[src/hdl/kvt_pkg.sv]
// shared types and codes for the small key/value table
package kvt_pkg;

  typedef enum logic [1:0] {
    CMD_PUT    = 2'd0,
    CMD_REMOVE = 2'd1,
    CMD_GET    = 2'd2,
    CMD_CLEAR  = 2'd3
  } cmd_e;

  localparam logic [1:0] ST_OK      = 2'd0;
  localparam logic [1:0] ST_MISSING = 2'd1;
  localparam logic [1:0] ST_FULL    = 2'd2;

  typedef struct packed {
    logic [1:0]          cmd;
    logic [15:0]         key;
    logic signed [31:0]  value;
  } item_t;

  typedef struct packed {
    logic signed [31:0]  result_value;
    logic [1:0]          status;
    logic [4:0]          entry_count;
  } result_t;

  // classified command as it travels from front to back
  typedef struct packed {
    cmd_e                cmd;
    logic                search;
    logic [15:0]         key;
    logic signed [31:0]  value;
  } op_t;

  typedef struct packed {
    logic [15:0]         key;
    logic signed [31:0]  value;
  } entry_t;

  typedef enum logic [1:0] {
    S_IDLE,
    S_SEARCH,
    S_SHIFT
  } back_state_e;

endpackage

[src/hdl/kvt_ram.sv]
// generic single write, single read ram with registered read data
module kvt_ram #(
  parameter int WIDTH = 48,
  parameter int DEPTH = 16
) (
  input  logic                                   clk,
  input  logic                                   we,
  input  logic [(DEPTH > 1 ? $clog2(DEPTH) : 1)-1:0] waddr,
  input  logic [WIDTH-1:0]                       wdata,
  input  logic [(DEPTH > 1 ? $clog2(DEPTH) : 1)-1:0] raddr,
  output logic [WIDTH-1:0]                       rdata
);

  logic [WIDTH-1:0] mem [DEPTH];

  always_ff @(posedge clk) begin
    if (we) begin
      mem[waddr] <= wdata;
    end
    rdata <= mem[raddr];
  end

endmodule

[src/hdl/kvt_fifo.sv]
// two-entry queue used for the command and result queues of the table
module kvt_fifo #(
  parameter int WIDTH = 8
) (
  input  logic             clk,
  input  logic             rst,
  input  logic             push,
  input  logic [WIDTH-1:0] wdata,
  output logic             full,
  input  logic             pop,
  output logic [WIDTH-1:0] rdata,
  output logic             empty
);

  logic [WIDTH-1:0] slots [2];
  logic             wr_ptr;
  logic             rd_ptr;
  logic [1:0]       fill;
  logic             do_push;
  logic             do_pop;

  assign full    = (fill == 2'd2);
  assign empty   = (fill == 2'd0);
  assign do_push = push && !full;
  assign do_pop  = pop && !empty;
  assign rdata   = slots[rd_ptr];

  always_ff @(posedge clk) begin
    if (rst) begin
      wr_ptr <= 1'b0;
      rd_ptr <= 1'b0;
      fill   <= 2'd0;
    end else begin
      if (do_push) begin
        wr_ptr <= ~wr_ptr;
      end
      if (do_pop) begin
        rd_ptr <= ~rd_ptr;
      end
      case ({do_push, do_pop})
        2'b10:   fill <= fill + 2'd1;
        2'b01:   fill <= fill - 2'd1;
        default: fill <= fill;
      endcase
    end
  end

  always_ff @(posedge clk) begin
    if (do_push) begin
      slots[wr_ptr] <= wdata;
    end
  end

endmodule

[src/hdl/kvt_front.sv]
// front end: takes items, classifies the command and queues it for the back end
module kvt_front
  import kvt_pkg::*;
(
  input  logic  clk,
  input  logic  rst,
  input  logic  push,
  output logic  full,
  input  item_t item,
  output op_t   op,
  output logic  op_valid,
  input  logic  op_pop
);

  op_t  op_in;
  logic q_empty;
  logic [$bits(op_t)-1:0] q_rdata;

  always_comb begin
    op_in.cmd    = cmd_e'(item.cmd);
    op_in.search = (cmd_e'(item.cmd) != CMD_CLEAR);
    op_in.key    = item.key;
    op_in.value  = item.value;
  end

  kvt_fifo #(
    .WIDTH ($bits(op_t))
  ) u_cmd_q (
    .clk   (clk),
    .rst   (rst),
    .push  (push),
    .wdata (op_in),
    .full  (full),
    .pop   (op_pop),
    .rdata (q_rdata),
    .empty (q_empty)
  );

  assign op   = op_t'(q_rdata);
  assign op_valid = !q_empty;

endmodule

[src/hdl/kvt_back.sv]
// back end: linear search, update and compaction of the table ram
module kvt_back
  import kvt_pkg::*;
#(
  parameter int TABLE_DEPTH = 16
) (
  input  logic    clk,
  input  logic    rst,
  input  op_t     op,
  input  logic    op_valid,
  output logic    op_pop,
  input  logic    res_room,
  output logic    res_push,
  output result_t res,
  output logic    ram_we,
  output logic [(TABLE_DEPTH > 1 ? $clog2(TABLE_DEPTH) : 1)-1:0] ram_waddr,
  output entry_t  ram_wdata,
  output logic [(TABLE_DEPTH > 1 ? $clog2(TABLE_DEPTH) : 1)-1:0] ram_raddr,
  input  entry_t  ram_rdata
);

  localparam int IDX_W = (TABLE_DEPTH > 1) ? $clog2(TABLE_DEPTH) : 1;
  localparam int CNT_W = $clog2(TABLE_DEPTH + 1);

  back_state_e        state;
  back_state_e        state_next;
  logic [CNT_W-1:0]   cnt;
  logic [CNT_W-1:0]   cnt_next;
  logic [CNT_W-1:0]   scan;
  logic [CNT_W-1:0]   chk;
  logic               chk_vld;
  op_t                cur;
  logic signed [31:0] hit_val;

  logic start;
  logic key_hit;
  logic last_chk;

  assign start    = (state == S_IDLE) && op_valid && res_room;
  assign key_hit  = chk_vld && (ram_rdata.key == cur.key);
  assign last_chk = (chk == cnt - CNT_W'(1));

  // next state
  always_comb begin
    state_next = state;
    case (state)
      S_IDLE: begin
        if (start && op.search && (cnt != '0)) begin
          state_next = S_SEARCH;
        end
      end
      S_SEARCH: begin
        if (key_hit) begin
          if ((cur.cmd == CMD_REMOVE) && !last_chk) begin
            state_next = S_SHIFT;
          end else begin
            state_next = S_IDLE;
          end
        end else if (chk_vld && last_chk) begin
          state_next = S_IDLE;
        end
      end
      S_SHIFT: begin
        if (last_chk) begin
          state_next = S_IDLE;
        end
      end
      default: state_next = S_IDLE;
    endcase
  end

  // outputs and count update
  always_comb begin
    op_pop           = 1'b0;
    res_push         = 1'b0;
    res.result_value = '0;
    res.status       = ST_OK;
    ram_we           = 1'b0;
    ram_waddr        = chk[IDX_W-1:0];
    ram_wdata.key    = cur.key;
    ram_wdata.value  = cur.value;
    ram_raddr        = scan[IDX_W-1:0];
    cnt_next         = cnt;
    case (state)
      S_IDLE: begin
        if (start) begin
          op_pop = 1'b1;
          if (!op.search) begin
            res_push = 1'b1;
            cnt_next = '0;
          end else if (cnt == '0) begin
            res_push = 1'b1;
            if (op.cmd == CMD_PUT) begin
              ram_we          = 1'b1;
              ram_waddr       = '0;
              ram_wdata.key   = op.key;
              ram_wdata.value = op.value;
              cnt_next        = CNT_W'(1);
            end else begin
              res.status = ST_MISSING;
            end
          end
        end
      end
      S_SEARCH: begin
        if (key_hit) begin
          case (cur.cmd)
            CMD_PUT: begin
              ram_we   = 1'b1;
              res_push = 1'b1;
            end
            CMD_REMOVE: begin
              // last entry needs no compaction
              if (last_chk) begin
                res_push         = 1'b1;
                res.result_value = ram_rdata.value;
                cnt_next         = cnt - CNT_W'(1);
              end
            end
            default: begin
              res_push         = 1'b1;
              res.result_value = ram_rdata.value;
            end
          endcase
        end else if (chk_vld && last_chk) begin
          res_push = 1'b1;
          if (cur.cmd == CMD_PUT) begin
            if (cnt >= CNT_W'(TABLE_DEPTH)) begin
              res.status = ST_FULL;
            end else begin
              ram_we    = 1'b1;
              ram_waddr = cnt[IDX_W-1:0];
              cnt_next  = cnt + CNT_W'(1);
            end
          end else begin
            res.status = ST_MISSING;
          end
        end
      end
      S_SHIFT: begin
        // move the entry read last cycle down by one place
        ram_we    = 1'b1;
        ram_waddr = IDX_W'(chk - CNT_W'(1));
        ram_wdata = ram_rdata;
        if (last_chk) begin
          res_push         = 1'b1;
          res.result_value = hit_val;
          cnt_next         = cnt - CNT_W'(1);
        end
      end
      default: ;
    endcase
    res.entry_count = 5'(cnt_next);
  end

  always_ff @(posedge clk) begin
    if (rst) begin
      state   <= S_IDLE;
      cnt     <= '0;
      chk_vld <= 1'b0;
    end else begin
      state <= state_next;
      cnt   <= cnt_next;
      if (state == S_IDLE) begin
        chk_vld <= 1'b0;
      end else begin
        chk_vld <= 1'b1;
      end
    end
  end

  always_ff @(posedge clk) begin
    if (state == S_IDLE) begin
      scan <= '0;
    end else begin
      scan <= scan + CNT_W'(1);
      chk  <= scan;
    end
    if (start) begin
      cur <= op;
    end
    if (key_hit) begin
      hit_val <= ram_rdata.value;
    end
  end

endmodule

[src/hdl/small_key_value_table.sv]
// key/value table top level: input queue, search sequencer, table ram and result queue
// each search scans the table ram through its single read port, one entry per cycle;
//   a remove then moves the entries behind the hit down; clear and operations on an
//   empty table need no scan. The back end starts a new item only once it is done
//   with the last one; further items wait in the input queue
// reset: synchronous, clears the entry count and both queues; table ram contents are kept
module small_key_value_table
  import kvt_pkg::*;
#(
  parameter int TABLE_DEPTH = 16
) (
  input  logic    clk,
  input  logic    rst,
  input  logic    push,
  output logic    full,
  input  item_t   item,
  output logic    empty,
  input  logic    pop,
  output result_t result
);

  localparam int IDX_W = (TABLE_DEPTH > 1) ? $clog2(TABLE_DEPTH) : 1;

  op_t              op;
  logic             op_valid;
  logic             op_pop;
  logic             res_push;
  logic             res_full;
  result_t          res;
  logic             ram_we;
  logic [IDX_W-1:0] ram_waddr;
  entry_t           ram_wdata;
  logic [IDX_W-1:0] ram_raddr;
  logic [$bits(entry_t)-1:0] ram_rdata;
  logic [$bits(result_t)-1:0] res_rdata;

  kvt_front u_front (
    .clk      (clk),
    .rst      (rst),
    .push     (push),
    .full     (full),
    .item     (item),
    .op       (op),
    .op_valid (op_valid),
    .op_pop   (op_pop)
  );

  kvt_back #(
    .TABLE_DEPTH (TABLE_DEPTH)
  ) u_back (
    .clk       (clk),
    .rst       (rst),
    .op        (op),
    .op_valid  (op_valid),
    .op_pop    (op_pop),
    .res_room  (!res_full),
    .res_push  (res_push),
    .res       (res),
    .ram_we    (ram_we),
    .ram_waddr (ram_waddr),
    .ram_wdata (ram_wdata),
    .ram_raddr (ram_raddr),
    .ram_rdata (entry_t'(ram_rdata))
  );

  kvt_ram #(
    .WIDTH ($bits(entry_t)),
    .DEPTH (TABLE_DEPTH)
  ) u_table_ram (
    .clk   (clk),
    .we    (ram_we),
    .waddr (ram_waddr),
    .wdata (ram_wdata),
    .raddr (ram_raddr),
    .rdata (ram_rdata)
  );

  kvt_fifo #(
    .WIDTH ($bits(result_t))
  ) u_res_q (
    .clk   (clk),
    .rst   (rst),
    .push  (res_push),
    .wdata (res),
    .full  (res_full),
    .pop   (pop),
    .rdata (res_rdata),
    .empty (empty)
  );

  assign result = result_t'(res_rdata);

endmodule

[config.mk]
export PLATFORM = sky130hd
export DESIGN_NAME = small_key_value_table
export DESIGN_NICKNAME = d
export VERILOG_FILES = /design/src/hdl/kvt_pkg.sv /design/src/hdl/kvt_ram.sv /design/src/hdl/kvt_fifo.sv /design/src/hdl/kvt_front.sv /design/src/hdl/kvt_back.sv /design/src/hdl/small_key_value_table.sv
export SDC_FILE = /design/constraint.sdc
export NUM_CORES = 1
export LEC_CHECK = 0
export BUFFER_PORTS_ARGS = -buffer_cell sky130_fd_sc_hd__buf_4
export CAP_MARGIN = 40
export CORE_ASPECT_RATIO = 0.75
export CORE_MARGIN = 2
export CORE_UTILIZATION = 35
export CTS_CLUSTER_DIAMETER = 150
export DETAILED_ROUTE_END_ITERATION = 16
export PLACE_DENSITY_LB_ADDON = 0.25
export REMOVE_ABC_BUFFERS = 1
export SETUP_SLACK_MARGIN = 0.05
export SYNTH_ARGS = -nofsm -noshare
export SYNTH_HDL_FRONTEND = slang
export SYNTH_SLANG_ARGS = --single-unit
[constraint.sdc]
create_clock -name clk -period 6.6 [get_ports clk]
set_clock_uncertainty 0.15 [all_clocks]
set_input_delay 0.33 -clock clk [delete_from_list [all_inputs] [get_ports clk]]
set_output_delay 0.33 -clock clk [all_outputs]
set_load 0.005 [all_outputs]
Word level (Yosys, flattened, before mapping)
Memories as Yosys holds them, arrays and structs flattened. A register that Yosys moved wholly into a read port is not among the register bits.
Index checks and enable logic that the tools add are counted.
Widths: inputs -> output; s select.
{ "word_totals": {"output_inout_bits": 41, "in_bits": 54, "ff_bits": 108, "mem_count": 3, "mem_bits_rw": 948} }
{ "classes": {"addsub": 8, "reduce_logical": 26, "n_lt_le_gt_ge": 1, "n_eq_ne": 15, "bitwise": 4, "n_mux": 78} }
{ "mem_list": {"columns": ["memory", "words", "width", "read_ports", "rd_clocked_by_memory_dff", "write_ports", "line_no", "text"], "rows": [
  ["u_table_ram.mem", 16, 48, 1, 1, 1, "kvt_ram.sv:14", "logic [WIDTH-1:0] mem [DEPTH];"],
  ["u_front.u_cmd_q.slots", 2, 51, 1, 1, 1, "kvt_fifo.sv:15", "logic [WIDTH-1:0] slots [2];"],
  ["u_res_q.slots", 2, 39, 1, 1, 1, "kvt_fifo.sv:15", null]
]} }
{ "op_table": {"columns": ["cell", "count"], "rows": [
  ["$mux 48", 4],
  ["$pmux 32 s2", 2],
  ["$mux 32", 3],
  ["$pmux 48 s2", 1],
  ["$mux 5", 10],
  ["$mux 4", 8],
  ["$mux 1", 30],
  ["$mux 2", 12],
  ["$eq 16x16->1", 1],
  ["$pmux 5 s3", 1],
  ["$pmux 2 s2", 3],
  ["$pmux 4 s3", 1],
  ["$logic_and 1x1->1", 11],
  ["$add 5x1->5 const B", 2],
  ["$eq 2x2->1 const B", 5],
  ["$logic_not 2->1", 5],
  ["$eq 2x1->1 const B", 4],
  ["$pmux 1 s3", 2],
  ["$pmux 2 s3", 1],
  ["$eq 5x5->1", 1],
  ["$ge 5x5->1 const B", 1],
  ["$logic_not 1->1", 5],
  ["$logic_not 5->1", 1],
  ["$reduce_bool 5->1", 1],
  ["other kinds (10)", 17]
]} }

Logic depth before layout (Yosys ltp)
{ "depth": {"word_depth": 9, "mapped_depth": 15} }

Modules after synthesis
A second synthesis with hierarchy kept.
{ "unflattened": {"hier_cells": 2160, "area_unflattened_um2": 42485.7} }
{ "modules_own_cells": {"columns": ["module", "area_each_um2", "instances", "cells_each"], "rows": [
  ["kvt_ram", 29691.0, 1, 1242],
  ["kvt_back", 5868.1, 1, 583],
  ["kvt_fifo (u_front.u_cmd_q)", 3890.0, 1, 185],
  ["kvt_fifo (u_res_q)", 3025.4, 1, 147],
  ["kvt_front", 7.5, 1, 2],
  ["small_key_value_table", 3.8, 1, 1]
]} }

Worst setup path after synthesis
Ideal clock, no wire load.
{ "synth_timing": {"path_type": "register to register", "startpoint": "register u_back.cnt[0]", "endpoint": "memory u_table_ram.mem[14][0] (enable)", "setup_ns": 0.454, "n_path_buf": 1, "path_stages_with_launch": 12, "required_ns": 5.996, "synth_period_minus_slack_ns": 5.378, "arrival_ns": 4.774, "path_slack_ns": 1.222, "path_cell_list": "dfxtp_1 > buf_2 > inv_1 > ha_1 > nor3b_2 > xor3_1 > nor4_4 > nand2_4 > or4_1 > a32oi_2 > nand2b_1 > nor2_1"} }
{ "synth_via": {"elab_chain_len": 8, "elab_cells_between_ends": 23} }
{ "synth_rtl": {"columns": ["element", "line_no", "text"], "rows": [
  ["start: declaration", "kvt_back.sv:27", "logic [CNT_W-1:0] cnt;"],
  ["start signal: assignment", "kvt_back.sv:163", "cnt <= cnt_next;"],
  ["$sub 5x1->5 / $ge 5x5->1 (equally long branches)", "kvt_back.sv:41, kvt_back.sv:128", null],
  ["$eq 5x5->1 / $mux 1 (equally long branches)", "kvt_back.sv:41, kvt_back.sv:128", null],
  ["$logic_and 1x1->1 / $mux 1 (equally long branches)", "kvt_back.sv:125, kvt_back.sv:127", null],
  ["$mux 1", "kvt_back.sv:125", "end else if (chk_vld && last_chk) begin"],
  ["$mux 1", "kvt_back.sv:106", "if (key_hit) begin"],
  ["$pmux 1 s3", "kvt_back.sv:84", "case (state)"],
  ["$mux 1", "kvt_ram.sv:17", "if (we) begin"],
  ["$mux 1 (implied by the code)", "kvt_ram.sv:18", "mem[waddr] <= wdata;"],
  ["end: declaration", "kvt_ram.sv:14", null]
]} }
Parallel ways exist; a longest one is shown, timed or not.

Final worst setup path
{ "layout_timing": {"startpoint": "register u_back.cnt[0]", "endpoint": "memory u_table_ram.mem[12][39] (enable)"} }
The elaborated chain is that of the path after synthesis.

==> flow_summary.yaml <==
detailed_routing:
  vias_per_cell: 5.32
  final_antenna_net_count: 0
  vias: 23174
  drt_iter0_markers: 2313
  totalWireLength_um: 110000
  route.detailed.drc: 0
  first_pass_iters: 5
  routedWlPerCell_um: 25.2
logic_synthesis:
  synth_cells: 2398
  yosys_warnings: 0
  syn_area_per_cell_sq_um: 18.0
  synth_top_area_frac: 0.720
  syn_area_sq_um: 43200
  seq_area_frac_synth: 0.753
  ys_ff_latch: 1106
  yosys.cell_types.count: 59
  synth_top_cell_by_area: "edfxtp_1"
  async_flop_share: 0
  synth_area_leaders: "edfxtp_1 72%, mux4_2 5.0%, mux2i_1 4.6%"
  synth_edf_count: 1035
  ys.flop_type: "edfxtp_1"
floorplan:
  start_util: 0.353
  fp.dieW_um: 410
  design.die.area_sq_um: 126000
  ios: 95
  die_h_um: 308
  rows: 111
  coreArea_sq_um: 122000
sta:
  slew_headroom: 0.336
  drv_slew: 0
  hold_viol_final: 0
  tightest_slew_ns: 0.986
  rsz0062_at_grt: "false"
  fmax_ghz: 0.198
  holdWs_ns: 0.207
  final.min_clock_period_ns: 5.05
  timing.final.crit_share: 0.765
  layout_setup_ws_ns: 1.55
  setup_viol_count_final: 0
setup_path:
  start_kind: "register"
  end_kind: "register"
  crit_fanout: 16
  cp_data_required_time_ns: 6.83
  critPathArrivalTime_ns: 5.28
  critPathKind: "reg2reg"
cells_and_area:
  layout_commonest_cell: "edfxtp_1"
  synthToLayoutAreaGrowth_pct: 18.0
  mostFrequentLayoutCells: "1035 x edfxtp_1, 198 x mux2i_1, 162 x buf_4"
  nets: 2691
  final_area_sq_um: 50900
  fin_cells: 4356
  drive_above_1_share: 0.236
placement:
  placedInstanceArea_sq_um: 46900
  place_ws_ns: 1.59
  place_inst: 4103
  globalplace.congestion: 0.790
  io_buffers: 94
  hpwl_um: 63100
cts:
  h-tree-depth: 3
  cts.reportedPaths.clkPinSlew_ns: 0.06
  numClockSinks: 1106
  cts_tree: "built"
  cts_root_buffer: "clkbuf_16"
  cts_setup_buffers: 0
  worstSkewPairLatency_ns: 0.71
  cts_buffer_depth: 3
  cts_resized: 0
  hold_buffers: 53
  cts_made_buffers: 106
global_route:
  grt_max_degree: 113
  grt_pass1_wl_um: 161000
  antenna_found_initial: 0
  grt_pass1_vias: 23772
  globalRouteTotalUtil: 0.172
  overflow: 0
hold_path:
  hold_class: "in2reg"
pwr:
  peakVddDrop_mv: 0.267
  p_leak_uw: 0.0158
  power_density_nw_per_um2: 433
flow_run:
  max_cap_violations: 0
run_status:
  status: "finished clean"
[sequential cells by signal, indices dropped and copies added (netlist names), named ones only]
register and flops:
u_front.u_cmd_q.fill 2, u_back.chk_vld 1, u_res_q.rd_ptr 1, u_res_q.wr_ptr 1
u_back.state 2, u_back.scan 5, u_res_q.slots 78, u_back.cnt 5
u_front.u_cmd_q.slots 102, u_front.u_cmd_q.wr_ptr 1, u_front.u_cmd_q.rd_ptr 1, u_back.hit_val 32
u_back.cur 50, u_res_q.fill 2, u_back.chk 5, u_table_ram.rdata 48
u_table_ram.mem 768
[power by group]
| part | internal (uW) | total [uW] | switching, uW |
|---|---|---|---|
| sequential | 9870 | 10300 | 412 |
| clock | 3540 | 6170 | 2630 |
| combinational | 2070 | 5620 | 3560 |
[final timing paths]
kind | startpoint | to | slack [ns] | depth (start not counted)
setup / recovery | u_back.cnt[0] | u_table_ram.mem[12][39] | 1.55 | 11
hold / removal | item[3] | u_front.u_cmd_q.slots[1][3] | 0.21 | 2
setup reg to reg | u_back.cnt[0] | u_table_ram.mem[12][39] | 1.55 | 11
hold reg to reg | u_table_ram.rdata[19] | u_back.hit_val[19] | 0.32 | 0
[stage by stage]
step                total power (uW)   util   TNS, ns
floorplan                      13700      -  -1153.64
global placement               15800  0.380         0
detailed placement             16100  0.383         0
CTS                            22300  0.417         0
global route                   23100  0.417         0
finish                         22100  0.417         0
[metal layers]
| layer | global-route usage | wire, um | up-vias |
|---|---|---|---|
| met5 | 0 | 0 | - |
| met4 | 0.0379 | 1890 | 0 |
| met3 | 0.0273 | 6190 | 140 |
| met2 | 0.281 | 52300 | 790 |
| met1 | 0.244 | 49300 | 12135 |
| li1 | - | - | 10109 |
[synthesized netlist by cell type (3+ instances only)]
| cell type | n |
|---|---|
| inv_1 | 13 |
| nand4_1 | 3 |
| o21a_1 | 3 |
| buf_1 | 30 |
| nor2b_1 | 43 |
| nor3_1 | 13 |
| o211ai_1 | 3 |
| mux2i_1 | 198 |
| clkbuf_1 | 94 |
| nor2_1 | 55 |
| nor4_1 | 5 |
| a22oi_1 | 130 |
| mux4_2 | 96 |
| a221oi_1 | 49 |
| xor2_1 | 26 |
| xnor2_1 | 8 |
| nand3_1 | 10 |
| dfxtp_1 | 71 |
| a31oi_1 | 4 |
| ha_1 | 11 |
| buf_2 | 13 |
| nand2b_1 | 7 |
| mux2_2 | 141 |
| o21ai_0 | 157 |
| nand2_1 | 74 |
| or3_1 | 7 |
| edfxtp_1 | 1035 |
| a21oi_1 | 59 |
[worst max-delay path: stages, from the launching register on]
cell and delay (ns):
dfxtp_1 0.42, inv_1 0.16, ha_1 0.25, nor3b_2 0.32, xor3_1 0.35, nor4_4 0.82, nand2_4 0.19, or4_1 0.57
a32oi_2 0.25, nand2b_1 0.31, nor2_4 0.65, buf_12 0.25
[layout make-up]
| type | instances | area, sq um |
|---|---|---|
| sequential | 1106 | 32500 |
| fill | 10792 | 71300 |
| clock inverter | 53 | 629 |
| timing repair buffer | 257 | 2500 |
| clock buffer | 146 | 2910 |
| inverter | 15 | 57.6 |
| antenna | 1 | 2.50 |
| multi-input combinational | 1140 | 10300 |
| tap | 1638 | 2050 |
[logic make-up after synthesis]
family / after synthesis / share of synthesized area
adders and majority gates: 11 / 0.00319
xor gates and xnor gates: 35 / 0.00745
and+or+nand+nor: 235 / 0.0271
DFF: 1106 / 0.753
muxes: 435 / 0.133
buffers and inverters: 152 / 0.0136
AOI/OAI and AO/OA: 424 / 0.0631
Power figures use the tool's default switching activity.
